### src/qshc_pkg.sv
`default_nettype none
package qshc_pkg;

  // board geometry
  localparam int MAX_SIZE = 64;
  localparam int DIAGS    = 2 * MAX_SIZE - 1;

  // request codes
  localparam logic [1:0] REQ_LOAD  = 2'd0;
  localparam logic [1:0] REQ_START = 2'd1;
  localparam logic [1:0] REQ_READ  = 2'd2;

  typedef struct packed {
    logic [1:0] req_type;
    logic [5:0] row_index;
    logic [5:0] column_value;
  } in_item_t;

  typedef struct packed {
    logic [11:0] conflicts;
    logic [11:0] step_count;
    logic        solved;
    logic [5:0]  read_column;
  } out_item_t;

endpackage
`default_nettype wire

### src/queens_swap_hill_climber.sv
`default_nettype none
// channel   valid      stall       payload
// -------   ---------  ----------  -----------------------------
// input     in_valid   in_stall    in_data  (qshc_pkg::in_item_t)
// output    out_valid  out_stall   out_data (qshc_pkg::out_item_t)
// config    cfg_we     -           cfg_data (board_size, 7 bits)
//
// load and unknown requests are answered straight from idle; a read passes through S_READ.
// start: clear every diagonal count (S_CLR), count each row's queen (S_SR, S_SC, S_SI), then
// per step score every row pair (S_P0..S_P5, plus S_LA, S_LB per new first row) and swap (S_U0, S_U1, S_W0, S_W1);
// all diagonal count traffic goes through one read port per count memory.
// rst is synchronous; in_stall is high from start until the result is out.
// one result register; a new item is taken once it is free or being taken.
module queens_swap_hill_climber (
  input  wire logic                 clk,
  input  wire logic                 rst,
  input  wire logic                 cfg_we,
  input  wire logic [6:0]           cfg_data,
  input  wire logic                 in_valid,
  output logic                      in_stall,
  input  wire qshc_pkg::in_item_t   in_data,
  output logic                      out_valid,
  input  wire logic                 out_stall,
  output qshc_pkg::out_item_t       out_data
);

  localparam logic [4:0] S_IDLE = 5'd0;
  localparam logic [4:0] S_READ = 5'd1;
  localparam logic [4:0] S_CLR  = 5'd2;
  localparam logic [4:0] S_SR   = 5'd3;
  localparam logic [4:0] S_SC   = 5'd4;
  localparam logic [4:0] S_SI   = 5'd5;
  localparam logic [4:0] S_LA   = 5'd6;
  localparam logic [4:0] S_LB   = 5'd7;
  localparam logic [4:0] S_P0   = 5'd8;
  localparam logic [4:0] S_P1   = 5'd9;
  localparam logic [4:0] S_P2   = 5'd10;
  localparam logic [4:0] S_P3   = 5'd11;
  localparam logic [4:0] S_P4   = 5'd12;
  localparam logic [4:0] S_P5   = 5'd13;
  localparam logic [4:0] S_U0   = 5'd14;
  localparam logic [4:0] S_U1   = 5'd15;
  localparam logic [4:0] S_W0   = 5'd16;
  localparam logic [4:0] S_W1   = 5'd17;
  localparam logic [4:0] S_DONE = 5'd18;

  localparam logic [6:0] LAST_DIAG = 7'(qshc_pkg::DIAGS - 1);
  localparam logic [6:0] MAX_N     = 7'(qshc_pkg::MAX_SIZE);

  logic [4:0]  state;
  logic [6:0]  board_size;
  logic [6:0]  n;
  logic [6:0]  i, j, k;
  logic [5:0]  a, b, ba, bb;
  logic [6:0]  bi, bj;
  logic [1:0]  op;
  logic        found;
  logic signed [12:0] h, base, delta;
  logic [11:0] steps;

  // memories
  logic [5:0] qmem [qshc_pkg::MAX_SIZE];
  logic [6:0] rmem [qshc_pkg::DIAGS];
  logic [6:0] fmem [qshc_pkg::DIAGS];
  logic [5:0] q_rdata;
  logic [6:0] r_rdata, f_rdata;
  logic [6:0] r_addr_q, f_addr_q;

  logic       q_we;
  logic [5:0] q_waddr, q_wdata, q_raddr;
  logic       c_we;
  logic [6:0] r_waddr, f_waddr, r_wdata, f_wdata;
  logic       c_rd;
  logic [6:0] rsel;
  logic [5:0] csel;
  logic [6:0] r_raddr, f_raddr;
  logic [5:0] sat;
  logic [7:0] rise_full, fall_full;
  logic [12:0] rf_sum;
  logic signed [12:0] v;
  logic       accept;
  logic       out_set;
  logic [6:0] n_eff;

  assign accept = in_valid && !in_stall;
  assign in_stall = (state != S_IDLE) || (out_valid && out_stall);
  assign n_eff = (board_size > MAX_N) ? MAX_N : board_size;
  assign sat = ({1'b0, q_rdata} > (n - 7'd1)) ? 6'(n - 7'd1) : q_rdata;
  assign rf_sum = 13'(r_rdata) + 13'(f_rdata);
  assign v = base + delta - $signed(rf_sum);

  // a result is ready: load or unknown requests, read data or end of climb
  assign out_set = (state == S_READ) || (state == S_DONE) ||
                   ((state == S_IDLE) && accept &&
                    (in_data.req_type != qshc_pkg::REQ_START) &&
                    (in_data.req_type != qshc_pkg::REQ_READ));

  // diagonal addresses of the queen under consideration
  assign rise_full = {1'b0, n} - 8'd1 + {1'b0, rsel} - {2'b0, csel};
  assign fall_full = {1'b0, rsel} + {2'b0, csel};
  assign r_raddr = rise_full[6:0];
  assign f_raddr = fall_full[6:0];

  // address and write selection
  always_comb begin
    q_we = 1'b0;
    q_waddr = i[5:0];
    q_wdata = sat;
    q_raddr = i[5:0];
    c_we = 1'b0;
    c_rd = 1'b0;
    r_waddr = r_addr_q;
    f_waddr = f_addr_q;
    r_wdata = r_rdata + 7'd1;
    f_wdata = f_rdata + 7'd1;
    rsel = i;
    csel = a;
    unique case (state)
      S_IDLE: begin
        q_raddr = in_data.row_index;
        q_waddr = in_data.row_index;
        q_wdata = in_data.column_value;
        q_we = accept && (in_data.req_type == qshc_pkg::REQ_LOAD);
      end
      S_CLR: begin
        c_we = 1'b1;
        r_waddr = k;
        f_waddr = k;
        r_wdata = '0;
        f_wdata = '0;
      end
      S_SC: begin
        q_we = 1'b1;
        csel = sat;
        c_rd = 1'b1;
      end
      S_SI: c_we = 1'b1;
      S_P0: q_raddr = j[5:0];
      S_P1: c_rd = 1'b1;
      S_P2: begin
        rsel = j;
        csel = b;
        c_rd = 1'b1;
      end
      S_P3: begin
        rsel = j;
        c_rd = 1'b1;
      end
      S_P4: begin
        csel = b;
        c_rd = 1'b1;
      end
      S_U0: begin
        c_rd = 1'b1;
        case (op)
          2'd0: begin rsel = bi; csel = ba; end
          2'd1: begin rsel = bj; csel = bb; end
          2'd2: begin rsel = bj; csel = ba; end
          default: begin rsel = bi; csel = bb; end
        endcase
      end
      S_U1: begin
        c_we = 1'b1;
        if (!op[1]) begin
          r_wdata = r_rdata - 7'd1;
          f_wdata = f_rdata - 7'd1;
        end
      end
      S_W0: begin
        q_we = 1'b1;
        q_waddr = bi[5:0];
        q_wdata = bb;
      end
      S_W1: begin
        q_we = 1'b1;
        q_waddr = bj[5:0];
        q_wdata = ba;
      end
      default: ;
    endcase
  end

  // column memory
  always_ff @(posedge clk) begin
    if (q_we) qmem[q_waddr] <= q_wdata;
    q_rdata <= qmem[q_raddr];
  end

  // diagonal count memories
  always_ff @(posedge clk) begin
    if (c_we) begin
      rmem[r_waddr] <= r_wdata;
      fmem[f_waddr] <= f_wdata;
    end
    r_rdata <= rmem[r_raddr];
    f_rdata <= fmem[f_raddr];
    if (c_rd) begin
      r_addr_q <= r_raddr;
      f_addr_q <= f_raddr;
    end
  end

  // configuration register
  always_ff @(posedge clk) begin
    if (rst) begin
      board_size <= 7'd8;
    end else if (cfg_we) begin
      board_size <= cfg_data;
    end
  end

  // result valid flag
  always_ff @(posedge clk) begin
    if (rst) begin
      out_valid <= 1'b0;
    end else if (out_set) begin
      out_valid <= 1'b1;
    end else if (!out_stall) begin
      out_valid <= 1'b0;
    end
  end

  // sequencer
  always_ff @(posedge clk) begin
    if (rst) begin
      state <= S_IDLE;
    end else begin
      unique case (state)
        S_IDLE: begin
          if (accept) begin
            out_data <= '0;
            case (in_data.req_type)
              qshc_pkg::REQ_START: begin
                n <= n_eff;
                h <= '0;
                steps <= '0;
                k <= '0;
                if (n_eff == 7'd0) state <= S_DONE;
                else state <= S_CLR;
              end
              qshc_pkg::REQ_READ: state <= S_READ;
              default: ;
            endcase
          end
        end
        S_READ: begin
          out_data.read_column <= q_rdata;
          state <= S_IDLE;
        end
        S_CLR: begin
          k <= k + 7'd1;
          if (k == LAST_DIAG) begin
            i <= '0;
            state <= S_SR;
          end
        end
        S_SR: state <= S_SC;
        S_SC: begin
          a <= sat;
          state <= S_SI;
        end
        S_SI: begin
          h <= h - $signed(rf_sum);
          if (i + 7'd1 < n) begin
            i <= i + 7'd1;
            state <= S_SR;
          end else if (n >= 7'd2) begin
            i <= '0;
            j <= 7'd1;
            found <= 1'b0;
            base <= h - $signed(rf_sum);
            state <= S_LA;
          end else begin
            state <= S_DONE;
          end
        end
        S_LA: state <= S_LB;
        S_LB: begin
          a <= q_rdata;
          state <= S_P0;
        end
        S_P0: state <= S_P1;
        S_P1: begin
          b <= q_rdata;
          delta <= -13'sd4
                   - (({1'b0, j} + {2'b0, a} == {1'b0, i} + {2'b0, q_rdata}) ? 13'sd2 : 13'sd0)
                   - (({1'b0, j} + {2'b0, q_rdata} == {1'b0, i} + {2'b0, a}) ? 13'sd2 : 13'sd0);
          state <= S_P2;
        end
        S_P2: begin
          delta <= delta + $signed(rf_sum);
          state <= S_P3;
        end
        S_P3: begin
          delta <= delta + $signed(rf_sum);
          state <= S_P4;
        end
        S_P4: begin
          delta <= delta - $signed(rf_sum);
          state <= S_P5;
        end
        S_P5: begin
          if (v > h) begin
            h <= v;
            found <= 1'b1;
            bi <= i;
            bj <= j;
            ba <= a;
            bb <= b;
          end
          if (j + 7'd1 < n) begin
            j <= j + 7'd1;
            state <= S_P0;
          end else if (i + 7'd2 < n) begin
            i <= i + 7'd1;
            j <= i + 7'd2;
            state <= S_LA;
          end else if (found || (v > h)) begin
            op <= '0;
            state <= S_U0;
          end else begin
            state <= S_DONE;
          end
        end
        S_U0: state <= S_U1;
        S_U1: begin
          op <= op + 2'd1;
          if (op == 2'd3) state <= S_W0;
          else state <= S_U0;
        end
        S_W0: state <= S_W1;
        S_W1: begin
          steps <= steps + 12'd1;
          found <= 1'b0;
          base <= h;
          i <= '0;
          j <= 7'd1;
          state <= S_LA;
        end
        S_DONE: begin
          out_data.conflicts <= 12'(-h);
          out_data.step_count <= steps;
          out_data.solved <= (h == 13'sd0);
          out_data.read_column <= '0;
          state <= S_IDLE;
        end
        default: state <= S_IDLE;
      endcase
    end
  end

endmodule
`default_nettype wire

### config.mk
export PLATFORM = sky130hd
export DESIGN_NAME = queens_swap_hill_climber
export DESIGN_NICKNAME = d
export VERILOG_FILES = /design/src/qshc_pkg.sv /design/src/queens_swap_hill_climber.sv
export SDC_FILE = /design/constraint.sdc
export NUM_CORES = 2
export LEC_CHECK = 0
export ABC_AREA = 1
export BUFFER_PORTS_ARGS = -buffer_cell sky130_fd_sc_hd__buf_2
export CELL_PAD_IN_SITES_DETAIL_PLACEMENT = 0
export CELL_PAD_IN_SITES_GLOBAL_PLACEMENT = 1
export CORE_MARGIN = 2
export CORE_UTILIZATION = 50
export CTS_BUF_LIST = sky130_fd_sc_hd__clkbuf_8
export CTS_CLUSTER_SIZE = 8
export DETAILED_ROUTE_END_ITERATION = 7
export PLACE_DENSITY_LB_ADDON = 0.3
export RECOVER_POWER = 25
export REMOVE_ABC_BUFFERS = 1
export SYNTH_ARGS = -nofsm -noshare
export SYNTH_HDL_FRONTEND = slang
export SYNTH_SLANG_ARGS = --single-unit
### constraint.sdc
create_clock -name clk -period 9.2 [get_ports clk]
set_input_delay 0.92 -clock clk [delete_from_list [all_inputs] [get_ports clk]]
set_output_delay 0.92 -clock clk [all_outputs]
set_load 0.02 [all_outputs]
==> flow_metrics.py <==
metrics = {
    "floorplan": {
        "initial_utilization_pct": 50.1,
        "fp.dieH_microns": 456,
        "ioPinCount": 59,
        "dieArea_sq_mm": 0.208,
        "die_w_microns": 456,
        "fp-row-count": 166,
        "coreArea_sq_mm": 0.204,
    },
    "min_path": {
        "hold_class": "input port to flop",
        "holdCritStartpoint": "cfg_data[0]",
    },
    "flow_run": {
        "max-cap-violations": 26,
    },
    "logic_synthesis": {
        "synthesis.instances": 8805,
        "async_reset_ff_share_pct": 0,
        "yosysWarningCount": 0,
        "yosysTopAreaCell": "edfxtp_1",
        "ys.flop_type": "edfxtp_1",
        "ys_ff_latch": 2360,
        "synth-edff-count": 2327,
        "yosys.area.top_type_share_pct": 68.3,
        "synthTopCellsByArea": "edfxtp_1 68%, nor2_1 5.7%, o21ai_0 4.8%",
        "seq_area_frac_synth_pct": 69.0,
        "ys_types": 65,
        "syn_area_sq_mm": 0.102,
        "synth.avg_cell_area_sq_um": 11.6,
    },
    "power_and_ir_drop": {
        "p_leak_uw": 0.0390,
        "clockPowerShare_pct": 23.0,
        "power.internal_uw": 22000,
        "p_seq_share_pct": 41.3,
        "power_frac_comb_pct": 35.7,
        "power.density_mw_per_mm2": 325,
        "p_switching_uw": 14300,
        "ir_drop_uv": 240,
        "p_sw_share_pct": 39.3,
    },
    "setup_path": {
        "critical_path_class": "flop to flop",
        "cp_common_cell": "clkbuf_1",
        "crit_chain": "nor2_1 > nand2_4 > nor2_4 > clkbuf_1 > nor2_4 > clkbuf_1 > clkbuf_1",
        "setup.worst_path.start": "state[2]",
        "rr_startpoint": "state[2]",
        "crit_required_ns": 9.51,
        "cp_top_family": "buffers and inverters",
        "cp-start-kind": "flop",
        "endpoint_kind": "flop",
        "slowest_stage": "clkbuf_1",
        "crit_arrival_ns": 7.68,
        "worstPathMaxFanout": 75,
        "critPathMaxStageDelay_ns": 2.84,
        "cp_num_buf_inv": 3,
    },
    "clock_network": {
        "cts_tree": "yes",
        "path_clk_slew_ns": 0.06,
        "clock_latency_ns": 1.11,
        "cts_made_buffers": 400,
        "clockBufferDepth": 4,
        "cts.sinks": 2360,
        "cts_setup_buffers": 0,
        "ctsHoldBuffers": 3,
        "htreeDepth": 5,
        "post_cts_resize_count": 0,
        "clockRootBuffer": "clkbuf_8",
    },
    "detailed_routing": {
        "wl_per_cell_microns": 23.4,
        "drt_wl_total_microns": 277000,
        "via_count": 69100,
        "postRouteAntennaNets": 0,
        "initialDrtViolationCount": 7989,
        "vias_per_cell": 5.84,
        "drc": 0,
        "dr.pass1.iters": 8,
    },
    "grt": {
        "grt_pass1_wl_microns": 414000,
        "overflow": 0,
        "grt_pass1_vias": 66500,
        "grt.total_usage_pct": 26.0,
        "grt_antenna_before_repair": 6,
        "grt_start_max_net_pins": 209,
    },
    "finish": {
        "design_area_sq_mm": 0.112,
        "syn_to_final_growth_pct": 9.26,
        "drive_above_1_share_pct": 7.39,
        "nNetsFinal": 9058,
        "multi_input_area_sq_mm": 0.0279,
        "seqCellArea_sq_mm": 0.0705,
        "nFillCells": 17300,
        "mostFrequentLayoutCells": "2327 x edfxtp_1, 1565 x nor2_1, 1016 x nand2_1, 986 x o21ai_0, 679 x nand3_1",
        "layout_commonest_cell": "edfxtp_1",
        "fin_cells": 11800,
    },
    "sta": {
        "hold_viol": 0,
        "layout_setup_ws_ns": 1.82,
        "grt_setup_unrepaired": "false",
        "final-max-slew-violation-count": 968,
        "tightest_slew_ns": 3.91,
        "finalSetupViolations": 0,
        "clock.fmax_mhz": 136,
        "fin_skew_ns": 0.128,
        "tns_ns": 0,
        "slew_headroom_pct": -160,
        "fin_crit_sh_pct": 80.2,
        "fin_crit_ns": 7.38,
    },
    "placed_design": {
        "gp_congestion": 0.886,
        "dpl_cell_area_sq_mm": 0.105,
        "dpl.cell_count": 11200,
        "post-dp-hpwl_microns": 163000,
        "port_buffers": 58,
        "preCtsSetupSlack_ns": 2.50,
    },
    "status": {
        "status": "finished with violations",
        "violations": "capacitance limit, slew limit",
    },
}
## tightest hold or removal path, stage by stage
cell,delay [ns]
buf_2,0.08
o21ai_0,0.08
a21oi_1,0.11
## cell families after synthesis
family | count (synthesis) | synth area share (%)
AOI/OAI and AO/OA | 1749 | 10.2
xor gates and xnor gates | 102 | 0.907
adders and majority gates | 155 | 2.05
buffers and inverters | 1026 | 4.05
DFF | 2360 | 69.0
muxes | 3 | 0.0294
and+or+nand+nor | 3410 | 13.8
## layer usage
layer / GRT usage, % / share of wire, % / up-vias
li1: - / - / 31700
met1: 37.4 / 42 / 33900
met2: 40.9 / 47 / 2990
met3: 4.51 / 8.5 / 441
met4: 7.18 / 2.4 / 0
met5: 0 / 0 / -
## cells in the mapped netlist, drive strengths merged (2+ instances only)
| cell | instances |
|---|---|
| buf | 193 |
| xor2 | 73 |
| a32oi | 3 |
| a21o | 14 |
| a221oi | 9 |
| nor3b | 3 |
| or2 | 10 |
| dfxtp | 33 |
| xnor2 | 29 |
| and2 | 16 |
| nand3 | 690 |
| fa | 21 |
| o31ai | 2 |
| clkbuf | 309 |
| o21bai | 3 |
| ha | 134 |
| nor2 | 1578 |
| a31oi | 10 |
| a211oi | 6 |
| inv | 517 |
| o21a | 8 |
| a21oi | 174 |
| edfxtp | 2327 |
| nor4 | 17 |
| o211ai | 263 |
| nor3 | 39 |
| o221ai | 178 |
| mux2i | 3 |
| a32o | 4 |
| nand2 | 1023 |
| o2111ai | 5 |
| o22ai | 60 |
| o21ai | 1005 |
| clkinv | 7 |
| nand4 | 33 |
## path summary, 6_finish.rpt
check,endpoint,cells past startpoint,slack [ns]
hold reg to reg,bb[5],0,0.45
hold / removal,board_size[0],3,0.16
setup reg to reg,rmem[112][0],7,1.82
setup / recovery,rmem[112][0],7,1.82
## power groups by stage
stage | Clock (uW) | Sequential, uW | Combinational, uW
final | 8350 | 15000 | 12900
after global placement | 0 | 15100 | 12700
after detailed placement | 0 | 15100 | 13000
after floorplan | 0 | 15400 | 7940
after CTS | 8470 | 14800 | 13000
after global routing | 8930 | 15000 | 14100
## state kept, by name (all words and copies together), names as in the netlist, 7 cells and up
signal and flops:
out_data 31, base 13, bj 7, steps 12, h 13, bi 7, j 7, qmem 384
n 7, delta 13, fmem 889, i 7, rmem 889, board_size 7, r_addr_q 7, f_rdata 7
r_rdata 7, f_addr_q 7, k 7
## layout make-up
| class | count | area share [%] |
|---|---|---|
| Tap cell | 2688 | 3.01 |
| Sequential cell | 2360 | 63.1 |
| Timing Repair Buffer | 172 | 0.999 |
| Multi-Input combinational cell | 5419 | 25.0 |
| Clock inverter | 268 | 1.09 |
| Inverter | 524 | 1.78 |
| Clock buffer | 407 | 5.01 |
| Antenna cell | 2 | 0.00448 |
## per-stage QoR
stage | total power, uW | util [%] | hold WS, ns
2_1_floorplan | 23400 | - | 0.427
3_3_place_gp | 27800 | 51.6 | 0.438
3_5_place_dp | 28000 | 51.6 | 0.435
4_1_cts | 36300 | 54.9 | 0.0344
5_1_grt | 38100 | 54.8 | 0.0679
6_report | 36300 | 54.8 | 0.158
Note: power is estimated with default switching activity, not from simulation.
